### src/rtl/bce_fifo.sv
// small register queue between the front and back halves
// depends on nothing; payload is a flat vector
module bce_fifo #(
    parameter int W     = 8,
    parameter int DEPTH = 2
) (
    input  logic         clk,
    input  logic         rst_n,
    input  logic         push,
    input  logic [W-1:0] wdata,
    input  logic         pop,
    output logic [W-1:0] rdata,
    output logic         full,
    output logic         empty
);
    localparam int AW = (DEPTH > 1) ? $clog2(DEPTH) : 1;
    localparam int CW = $clog2(DEPTH + 1);

    logic [W-1:0]  ent_reg [DEPTH];
    logic [AW-1:0] wr_reg, wr_next;
    logic [AW-1:0] rd_reg, rd_next;
    logic [CW-1:0] cnt_reg, cnt_next;

    assign full  = (cnt_reg == CW'(DEPTH));
    assign empty = (cnt_reg == '0);
    assign rdata = ent_reg[rd_reg];

    always_comb
    begin
        wr_next  = wr_reg;
        rd_next  = rd_reg;
        cnt_next = cnt_reg;
        if (push)
            wr_next = (wr_reg == AW'(DEPTH - 1)) ? '0 : wr_reg + 1'b1;
        if (pop)
            rd_next = (rd_reg == AW'(DEPTH - 1)) ? '0 : rd_reg + 1'b1;
        if (push && !pop)
            cnt_next = cnt_reg + 1'b1;
        else if (pop && !push)
            cnt_next = cnt_reg - 1'b1;
    end

    always_ff @(posedge clk or negedge rst_n)
    begin
        if (!rst_n)
        begin
            wr_reg  <= '0;
            rd_reg  <= '0;
            cnt_reg <= '0;
        end
        else
        begin
            wr_reg  <= wr_next;
            rd_reg  <= rd_next;
            cnt_reg <= cnt_next;
        end
    end

    always_ff @(posedge clk)
    begin
        if (push)
            ent_reg[wr_reg] <= wdata;
    end

endmodule

### config.mk
export PLATFORM = sky130hd
export DESIGN_NAME = bce_fifo
export DESIGN_NICKNAME = d
export VERILOG_FILES = /design/src/rtl/bce_fifo.sv
export SDC_FILE = /design/constraint.sdc
export NUM_CORES = 1
export LEC_CHECK = 0
export ABC_AREA = 1
export BUFFER_PORTS_ARGS = -buffer_cell sky130_fd_sc_hd__buf_4
export CORE_AREA = 8 8 51 49
export CTS_CLUSTER_DIAMETER = 150
export DETAILED_ROUTE_END_ITERATION = 10
export DIE_AREA = 0 0 59 57
export GPL_TIMING_DRIVEN = 0
export PLACE_DENSITY_LB_ADDON = 0.15
export SLEW_MARGIN = 40
export SYNTH_ARGS = -nofsm -noshare
export SYNTH_HDL_FRONTEND = slang
export SYNTH_SLANG_ARGS = --single-unit
### constraint.sdc
create_clock -name clk -period 1.85 [get_ports clk]
set_clock_uncertainty 0.1 [all_clocks]
set_input_delay 0.0925 -clock clk [delete_from_list [all_inputs] [get_ports clk]]
set_output_delay 0.0925 -clock clk [all_outputs]
set_load 0.03 [all_outputs]
; After elaboration in Yosys (flattened, before gate mapping)
; Memories as Yosys holds them, arrays and structs flattened.
; Cells that the tools add are included.
[word_totals]
reg_bits = 4
mem_count = 1
mem_bits_rw = 16
out_inout_bits = 10
[mem_list]
columns = memory, words, word_bits, rd, rd_ports_with_merged_regs, write_ports, line
row1 = ent_reg, 2, 8, 1, 0, 1, 19  ; logic [W-1:0] ent_reg [DEPTH];
[op_classes]
n_mux = 6
reduce_logical = 6
n_eq_ne = 1
addsub = 4
[op_table]
columns = cell, n
row1 = $mux W1, 4
row2 = $mux W2, 2
row3 = $add A1 B1 Y1 const B, 2
row4 = $add A2 B1 Y2 const B, 1
row5 = $eq A2 B2 Y1 const B, 1
row6 = $logic_and A1 B1 Y1, 2
row7 = $logic_not A1 Y1, 2
row8 = $logic_not A2 Y1, 1
row9 = $reduce_bool A2 Y1, 1
row10 = $sub A2 B1 Y2 const B, 1

; Longest topological paths before layout
; Gate-level depths: netlist of run 1.
[depth]
word_depth = 4
depth_mapped = 7
ltp_nobuf = 7

; Least setup slack after synthesis of run 1
; OpenSTA, ideal clock, no wires.
[synth_path]
path_type = flip-flop to flip-flop
start = register wr_reg
end = memory ent_reg[0][0] (enable)
n_path_buf = 0
arrival_ps = 774
path_slack_ps = 606
path_stages_with_launch = 2
period_less_slack_ps = 1244
setup_ps = 370
path_cell_list = dfrtp_1 -> nor2_1
[synth_rtl]
columns = item, line
row1 = from (decl), 20  ; logic [AW-1:0] wr_reg, wr_next;
row2 = from (signal assigned), 53  ; wr_reg <= wr_next;
row3 = to (decl), 19
; Straight into the memory's write port.

; Worst setup path after layout of run 1
[layout_path]
start = register rd_reg
end = output rdata[6]
[layout_via]
elab_chain_cells = 1
[layout_rtl]
columns = item, line
row1 = from (decl), 21  ; logic [AW-1:0] rd_reg, rd_next;
row2 = from (signal assigned), 54  ; rd_reg <= rd_next;
row3 = $mem_v2 Z2 W8, n/a
row4 = to (decl), 12  ; output logic [W-1:0] rdata,
; Every way passes these cells.

==> results of run 1 <==
per-stage QoR:
step / power, W / cell area, µm² / util
after floorplan: 0.001173 / 818.3 / -
after global placement: 0.001382 / 1007 / 0.5833
after detailed placement: 0.001393 / 1007 / 0.5833
after CTS: 0.001613 / 1144 / 0.6623
after global routing: 0.001677 / 1144 / 0.6623
final: 0.001593 / 1144 / 0.6623
cell type report:
type	count	area (µm²)	share of cell area
Buffer	1	11.26	0.009847
Clock buffer	3	22.52	0.01969
Clock inverter	1	3.754	0.003282
Inverter	7	26.28	0.02298
Multi-Input combinational cell	22	200.2	0.1751
Sequential cell	20	580.6	0.5077
Tap cell	25	31.28	0.02735
Timing Repair Buffer	32	267.8	0.2341
synthesized netlist by cell type (all sizes together):
cell type	instances
xor2	2
dfrtp	4
ha	1
nand2	5
inv	7
xnor2	1
nand4	1
edfxtp	16
buf	1
nor2	3
mux2	8
nand3	1
what timing repair did:
item                                   CTS  global route
endpoints found under the hold margin   22             0
buffers inserted                         0             0
hold buffers                            11             0
final timing paths:
| path | endpoint | start | depth (start not counted) |
|---|---|---|---|
| max in group asynchronous | cnt_reg[0]$_DFFE_PN0P_ | rst_n | 2 |
| worst min-delay path | wr_reg$_DFFE_PN0P_ | rst_n | 2 |
| worst max-delay path | rdata[6] | rd_reg$_DFFE_PN0P_ | 3 |
| min in group clk | wr_reg$_DFFE_PN0P_ | wr_reg$_DFFE_PN0P_ | 1 |
| worst min register to register | wr_reg$_DFFE_PN0P_ | wr_reg$_DFFE_PN0P_ | 1 |
| worst max register to register | ent_reg[0][2]$_DFFE_PP_ | wr_reg$_DFFE_PN0P_ | 1 |
worst max-delay path: stages (launching register included):
cell,delay (ns)
dfrtp_1,0.39
buf_6,0.15
mux2_4,0.30
buf_4,0.17
layer usage:
metal	up-vias	routed length, µm
met1	225	536
met5	-	0
met4	0	10
met3	2	87
li1	244	-
met2	13	741
where the power goes:
| part | switching, W | leakage (nW) | internal (W) |
|---|---|---|---|
| clock | 0.000124 | 0.0154 | 0.0000784 |
| sequential | 0.0000535 | 0.197 | 0.000611 |
| combinational | 0.000393 | 0.297 | 0.000333 |
kinds of logic (layout without fill, tap and decap cells):
| group | Yosys count | count (layout) | share of synthesized area |
|---|---|---|---|
| muxes | 8 | 8 | 0.1468 |
| buffers and inverters | 8 | 44 | 0.04588 |
| DFF | 20 | 20 | 0.7095 |
| xor gates and xnor gates | 3 | 3 | 0.03212 |
| adders and majority gates | 1 | 1 | 0.01529 |
| and+or+nand+nor | 10 | 10 | 0.05046 |
==> flow_summary.toml, run 1 <==
[detailed_routing]
postRouteWirelength_mm = 1.376
drt_iter0_markers = 4
via_per_inst = 4.360
drtPass1Iterations = 2
final_antenna_net_count = 0
drc = 0
wl_per_cell_um = 12.40
vias = 484

[finish]
fin_cells = 111
diodes = 0
mostFrequentLayoutCells = "buf_4 (21), edfxtp_1 (16), dlygate4sd3_1 (11)"
finish.net_count = 100
final_layout_size_suffix_gt1_frac = 0.3837
area_growth_pct = 39.76
final_common_cell = "buf_4"
fill_cells = 143
largest_reg_flops = 16

[clocking]
cts_resized = 0
clk_pin_slew_ns = 0.11
cts.sinks = 20
clk_latency_ns = 0.29
cts_max_path_buffers = 2
numCtsBuffers = 3
cts_max_level = 1
clock-root-buffer = "clkbuf_4"
tritoncts = "yes"

[logic_synthesis]
ys_seq_area_frac = 0.7095
yosys-top-cells-area = "edfxtp_1 (59%), mux2_4 (15%), dfrtp_1 (12%)"
synth_area_um2 = 818.3
synth.largest_area_cell = "edfxtp_1"
netlist-cell-type-count = 12
synth_nets = 63
avgSynthCellArea_um2 = 16.37
ys_ff_latch = 20
ys_warn_count = 0
synth_cells = 50
synth_top_area_share = 0.5872

[power]
peakVddDrop_mv = 0.8608
power-per-cell-area_mw_per_mm2 = 1393
leakagePower_nw = 0.5096

[critical_path]
required_ns = 1.66
worstSetupEndpointType = "output port"
worstSetupStartpointType = "flip-flop"
r2r_slack_ns = 0.43
path_class = "reg -> out"
critPathMaxFanout = 9
arrival_ns = 1.30

[sta]
worstMarginPinSlew_ns = 0.6746
fmax_mhz = 669.8
period_needed_ns = 1.493
final.setup.tns_ns = 0
drv_slew = 0
slew_headroom = 0.5486
holdWs_ns = 0.02205
setup_violations = 0
rsz0062_at_grt = "no"
setup_ws_ns = 0.3570
hold_violations = 0
fin_crit_sh = 0.8070

[global_routing]
grt_usage = 0.08433
grt_pass1_vias = 499
grt_pass1_wl_mm = 2.139
grtUsageMet1 = 0.08333
grt_max_degree = 12
antenna_found_initial = 0
overflow = 0
met2_usage = 0.1526
grt_use_met3 = 0.02691
busiest_layer = "met2"

[die]
rows = 15
chipHeight_um = 57
core-area_mm2 = 0.001727
die-area_mm2 = 0.003363
die_x_um = 59
io_pins = 22
start_util = 0.4739

[worst_hold_path]
hold_class = "in -> async"

[placed_design]
portBuffers = 21
globalplace.congestion = 0.6552
dp.cells = 96
post-place-ws_ns = 0.4078
dp_hpwl_um = 962.8

[run]
cap_violations = 0

[status]
status = "finished, final reports clean"
Power figures use the tool's default switching activity.
==> run 2: changes to the inputs <==
--- a/config.mk
+++ b/config.mk
@@ -5,12 +5,12 @@
 export SDC_FILE = /design/constraint.sdc
 export NUM_CORES = 1
 export LEC_CHECK = 0
-export ABC_AREA = 1
+export ABC_AREA = 0
 export BUFFER_PORTS_ARGS = -buffer_cell sky130_fd_sc_hd__buf_4
-export CORE_AREA = 8 8 51 49
+export CORE_AREA = 8 8 54 52
 export CTS_CLUSTER_DIAMETER = 150
 export DETAILED_ROUTE_END_ITERATION = 10
-export DIE_AREA = 0 0 59 57
+export DIE_AREA = 0 0 62 60
 export GPL_TIMING_DRIVEN = 0
 export PLACE_DENSITY_LB_ADDON = 0.15
 export SLEW_MARGIN = 40
==> constraint.sdc (replaced) <==
create_clock -name clk -period 1.3 [get_ports clk]
set_clock_uncertainty 0.1 [all_clocks]
set_input_delay 0.065 -clock clk [delete_from_list [all_inputs] [get_ports clk]]
set_output_delay 0.065 -clock clk [all_outputs]
set_load 0.03 [all_outputs]
==> flow_summary.toml, run 2 <==
[sta]
setup_violations = 8
drv_slew = 0
worstMarginPinSlew_ns = 0.2593
period_needed_ns = 1.475
fmax_mhz = 677.8
rsz0062_at_grt = "yes"
hold_violations = 0
fin_crit_sh = 1.135
slew_headroom = 0.8268
setup_ws_ns = -0.1753

[logic_synthesis]
synth_edf_count = 16
synth_nets = 54
ys_ff_latch = 20
synth_cells = 41
synth_top_area_share = 0.6234
synth_ff_type = "edfxtp_1"
synth.largest_area_cell = "edfxtp_1"
ys_seq_area_frac = 0.7532
netlist-cell-type-count = 12
synth.most_common_cell = "edfxtp_1"
synthTopCellsByCount = "edfxtp_1 (16), mux2_2 (8), dfrtp_1 (4), xor2_1 (4), nor2_1 (2)"
async_reset_ff_frac = 0.2000
avgSynthCellArea_um2 = 18.80
synth_area_um2 = 770.7
yosys-top-cells-area = "edfxtp_1 (62%), dfrtp_1 (13%), mux2_2 (12%)"
ys_warn_count = 0

[global_routing]
grt_usage = 0.08177
grt_pass1_wl_mm = 2.152
grtUsageMet1 = 0.09884
grt_pass1_vias = 458
grt_max_degree = 12
overflow = 0
busiest_layer = "met2"
antenna_found_initial = 0
grt_use_met3 = 0.03226
met2_usage = 0.1268

[die]
core-area_mm2 = 0.001982
rows = 16
start_util = 0.3889
chipHeight_um = 60
io_pins = 22
die_x_um = 62
die-area_mm2 = 0.003720

[placed_design]
post-place-ws_ns = -0.1732
portBuffers = 21
globalplace.congestion = 0.5631
dp.cells = 89

[worst_hold_path]
hold_start = "pop"
hold_class = "in -> reg"
holdPathStages = 3

[critical_path]
rr_startpoint = "wr_reg$_DFFE_PN0P_"
reg2reg_depth = 1
required_ns = 1.13
worstSetupStartpointType = "flip-flop"
critPathMaxFanout = 5
arrival_ns = 1.31
path_class = "reg -> out"
worstSetupEndpointType = "output port"
startpoint = "rd_reg$_DFFE_PN0P_"

[clocking]
clk_pin_slew_ns = 0.11
cts_max_path_buffers = 2
numCtsBuffers = 3
clk_latency_ns = 0.29
tritoncts = "yes"
clock-root-buffer = "clkbuf_4"
cts.sinks = 20
cts_max_level = 1

[detailed_routing]
vias = 483
drtPass1Iterations = 3
wl_per_cell_um = 13.28
postRouteWirelength_mm = 1.447
via_per_inst = 4.431
drc = 0
drt_iter0_markers = 4
final_antenna_net_count = 0

[status]
status = "finished, violations left"
violations = "negative setup slack"

[finish]
final_layout_size_suffix_gt1_frac = 0.4878
diodes = 0
mostFrequentLayoutCells = "edfxtp_1 (16), buf_4 (16), dlygate4sd3_1 (12)"
largest_reg_flops = 16
area_growth_pct = 57.14
fin_cells = 109
finish.net_count = 96

[power]
peakVddDrop_mv = 1.072
leakagePower_nw = 0.5197
power-per-cell-area_mw_per_mm2 = 2048
p_total_w = 0.002481

[run]
cap_violations = 0
[run 2: changes by cell type in the layout (fill, tap and decap cells not counted), sizes merged, moves of 2 or more]
cell	change
buf	+4
inv	-6
nand2	-5
xor2	+2
[run 2: worst max-delay path, cell delays in order (launching register included)]
cell     delay (ns)
dfrtp_1        0.42
buf_6          0.15
mux2_4         0.30
buf_6          0.14
[run 2: worst paths after layout]
check / to / slack, ns
setup / recovery: rdata[3] / -0.18
hold / removal: rd_reg$_DFFE_PN0P_ / 0.39
setup reg to reg: ent_reg[1][5]$_DFFE_PP_ / 0.17
hold reg to reg: cnt_reg[1]$_DFFE_PN0P_ / 0.41
max in group asynchronous: wr_reg$_DFFE_PN0P_ / 0.35
min in group asynchronous: rd_reg$_DFFE_PN0P_ / 0.58
[run 2: logic make-up after synthesis]
| group | count (synthesis) | share of synthesized area |
|---|---|---|
| multiplexers | 8 | 0.1169 |
| AND/OR/NAND/NOR | 5 | 0.03735 |
| adder cells (fa/ha/maj) | 1 | 0.01623 |
| buffers and inverters | 2 | 0.01947 |
| XOR/XNOR | 5 | 0.05682 |
| flip-flops | 20 | 0.7533 |
[run 2: area by class of cell]
| type | count | area (µm²) |
|---|---|---|
| flip-flops and latches | 20 | 580.6 |
| inverters | 1 | 3.754 |
| multi-input cells | 19 | 214.0 |
| fillers | 152 | 770.7 |
| clock inverters | 1 | 3.754 |
| plain buffers | 1 | 11.26 |
| clock buffers | 3 | 22.52 |
| well taps | 27 | 33.78 |
| repair buffers | 37 | 341.6 |
[run 2: routing by layer]
metal	routed length (µm)	vias up	share of wire
met5	0	-	0
met4	0	0	0
met3	91	0	0.063
met2	724	13	0.50
met1	632	240	0.44
li1	-	230	-
[run 2: per-stage QoR]
stage / utilization / TNS, ns / hold WS (ns) / cell area (µm²)
after floorplan: - / 0 / -0.3306 / 770.7
final: 0.6111 / -1.311 / 0.3864 / 1211
after global placement: 0.4855 / -1.564 / -0.2355 / 962.2
after detailed placement: 0.4855 / -1.384 / -0.2339 / 962.2
after global routing: 0.6111 / -1.518 / 0.3894 / 1211
after CTS: 0.6004 / -1.373 / 0.3807 / 1190
[run 2: repair_timing]
action                                  CTS  global route
endpoints found under the setup margin   16            17
gates resized for setup                  19             2
gates cloned                              1             0
hold buffers                             12             0
buffers inserted                          1             2
endpoints found under the hold margin    22             0
[run 2: power by group]
group	switching (W)	internal, W	leakage [nW]	total [W]
Clock	0.000175	0.000112	0.0154	0.000287
Combinational	0.000592	0.000644	0.308	0.00124
Sequential	0.0000887	0.000870	0.197	0.000959
Total	0.000856	0.00163	0.520	0.00248
==> run 3: changes to the inputs <==
--- a/config.mk
+++ b/config.mk
@@ -7,10 +7,10 @@
 export LEC_CHECK = 0
 export ABC_AREA = 0
 export BUFFER_PORTS_ARGS = -buffer_cell sky130_fd_sc_hd__buf_4
-export CORE_AREA = 8 8 54 52
+export CORE_AREA = 2 2 48 46
 export CTS_CLUSTER_DIAMETER = 150
 export DETAILED_ROUTE_END_ITERATION = 10
-export DIE_AREA = 0 0 62 60
+export DIE_AREA = 0 0 50 48
 export GPL_TIMING_DRIVEN = 0
 export PLACE_DENSITY_LB_ADDON = 0.15
 export SLEW_MARGIN = 40
==> flow_summary.toml, run 3 (synthesis gave the netlist of run 2 again) <==
[status]
status = "finished, violations left"
violations = "negative setup slack"

[critical_path]
worstSetupStartpointType = "flip-flop"
startpoint = "rd_reg$_DFFE_PN0P_"
critPathMaxFanout = 9
rr_startpoint = "wr_reg$_DFFE_PN0P_"
worstSetupEndpointType = "output port"
required_ns = 1.13
arrival_ns = 1.28
path_class = "reg -> out"

[sta]
fin_crit_sh = 1.111
drv_slew = 0
fmax_mhz = 692.3
period_needed_ns = 1.445
hold_violations = 0
setup_ws_ns = -0.1445
setup_violations = 8
rsz0062_at_grt = "yes"
worstMarginPinSlew_ns = 0.2570
holdWs_ns = 0.3909
final.setup.tns_ns = -1.118
slew_headroom = 0.8283

[clocking]
clk_latency_ns = 0.29
clk_pin_slew_ns = 0.11
cts.sinks = 20
clock-root-buffer = "clkbuf_4"
cts_max_path_buffers = 2
tritoncts = "yes"
cts_max_level = 1
numCtsBuffers = 3

[finish]
multiInputGateArea_um2 = 183.9
diodes = 0
area_growth_pct = 53.41
finish.net_count = 93
fin_cells = 104
fill_cells = 139
stdcell_area_mm2 = 0.001182
mostFrequentLayoutCells = "edfxtp_1 (16), buf_4 (13), dlygate4sd3_1 (12)"
largest_reg_flops = 16
postLayoutCoreUtil = 0.6364
seqCellArea_um2 = 580.6
final_common_cell = "edfxtp_1"
final_layout_size_suffix_gt1_frac = 0.4810

[die]
chipHeight_um = 48
core-area_mm2 = 0.001858
die_x_um = 50
io_pins = 22
start_util = 0.4148
rows = 15
die-area_mm2 = 0.002400

[detailed_routing]
drtPass1Iterations = 2
via_per_inst = 4.442
drt_iter0_markers = 7
met1_length_um = 493
final_antenna_net_count = 0
wl_per_cell_um = 11.62
postRouteWirelength_mm = 1.208
drc = 0
vias = 462
wl_met2_um = 636
highest_layer = "met4"
route.met3.wl_um = 54

[run]
cap_violations = 0

[worst_hold_path]
hold_start = "wdata[4]"
hold_class = "in -> reg"

[placed_design]
place_area_um2 = 959.7
globalplace.congestion = 0.6410
dp_hpwl_um = 767.1
portBuffers = 21
dp.cells = 87

[global_routing]
grt_max_degree = 13
antenna_found_initial = 0
grt_pass1_vias = 472
grt_pass1_wl_mm = 1.959
overflow = 0
grt_usage = 0.1161

[power]
power-per-cell-area_mw_per_mm2 = 2121
peakVddDrop_mv = 1.287
leakagePower_nw = 0.4832
[run 3: cell count changes in the layout (fill, tap and decap cells not counted)]
cell and change:
clkinv_1 -1, bufinv_16 +1, buf_4 -3, mux2_2 +8
mux2_4 -8
[run 3: final cells by class]
| cell class | count | share of cell area |
|---|---|---|
| Buffer | 1 | 0.009524 |
| Multi-Input combinational cell | 19 | 0.1556 |
| Clock inverter | 1 | 0.02540 |
| Tap cell | 25 | 0.02646 |
| Timing Repair Buffer | 34 | 0.2698 |
| Clock buffer | 3 | 0.01905 |
| Inverter | 1 | 0.003175 |
| Sequential cell | 20 | 0.4910 |
[run 3: path summary, 6_finish.rpt]
path / endpoint / slack, ns / cells past startpoint
max: rdata[2] / -0.14 / 3
min: ent_reg[0][4]$_DFFE_PP_ / 0.39 / 2
max reg2reg: ent_reg[1][3]$_DFFE_PP_ / 0.17 / 1
min reg2reg: cnt_reg[1]$_DFFE_PN0P_ / 0.40 / 1
max in group asynchronous: cnt_reg[1]$_DFFE_PN0P_ / 0.34 / 3
min in group asynchronous: wr_reg$_DFFE_PN0P_ / 0.58 / 3
[run 3: per-stage QoR]
stage | total power (W) | setup WS, ns
3_5_place_dp | 0.001880 | -0.1840
5_1_grt | 0.002627 | -0.1970
4_1_cts | 0.002512 | -0.1638
2_1_floorplan | 0.001574 | 0.03826
6_report | 0.002508 | -0.1445
3_3_place_gp | 0.001871 | -0.1963
[run 3: critical path: stages (launching register included)]
cell and delay, ns:
dfrtp_1 0.35, buf_6 0.14, mux2_2 0.35, buf_6 0.14
[run 3: per-layer routing]
metal,global-route usage,vias to the layer above
met1,0.1278,222
li1,-,223
met4,0.06667,0
met3,0.03125,4
met5,0,-
met2,0.2105,13
[run 3: timing repair]
| item | 4_1_cts | 5_1_grt |
|---|---|---|
| setup buffers | 1 | 0 |
| hold endpoints to repair | 22 | 0 |
| resized for setup | 9 | 3 |
| hold buffers | 12 | 0 |
| setup endpoints to repair | 16 | 25 |
[run 3: power by group]
group	switching, W	total [W]	leakage [nW]	internal, W
registers	0.0000767	0.000946	0.197	0.000869
logic	0.000546	0.00107	0.259	0.000525
clock network	0.000180	0.000491	0.0279	0.000311
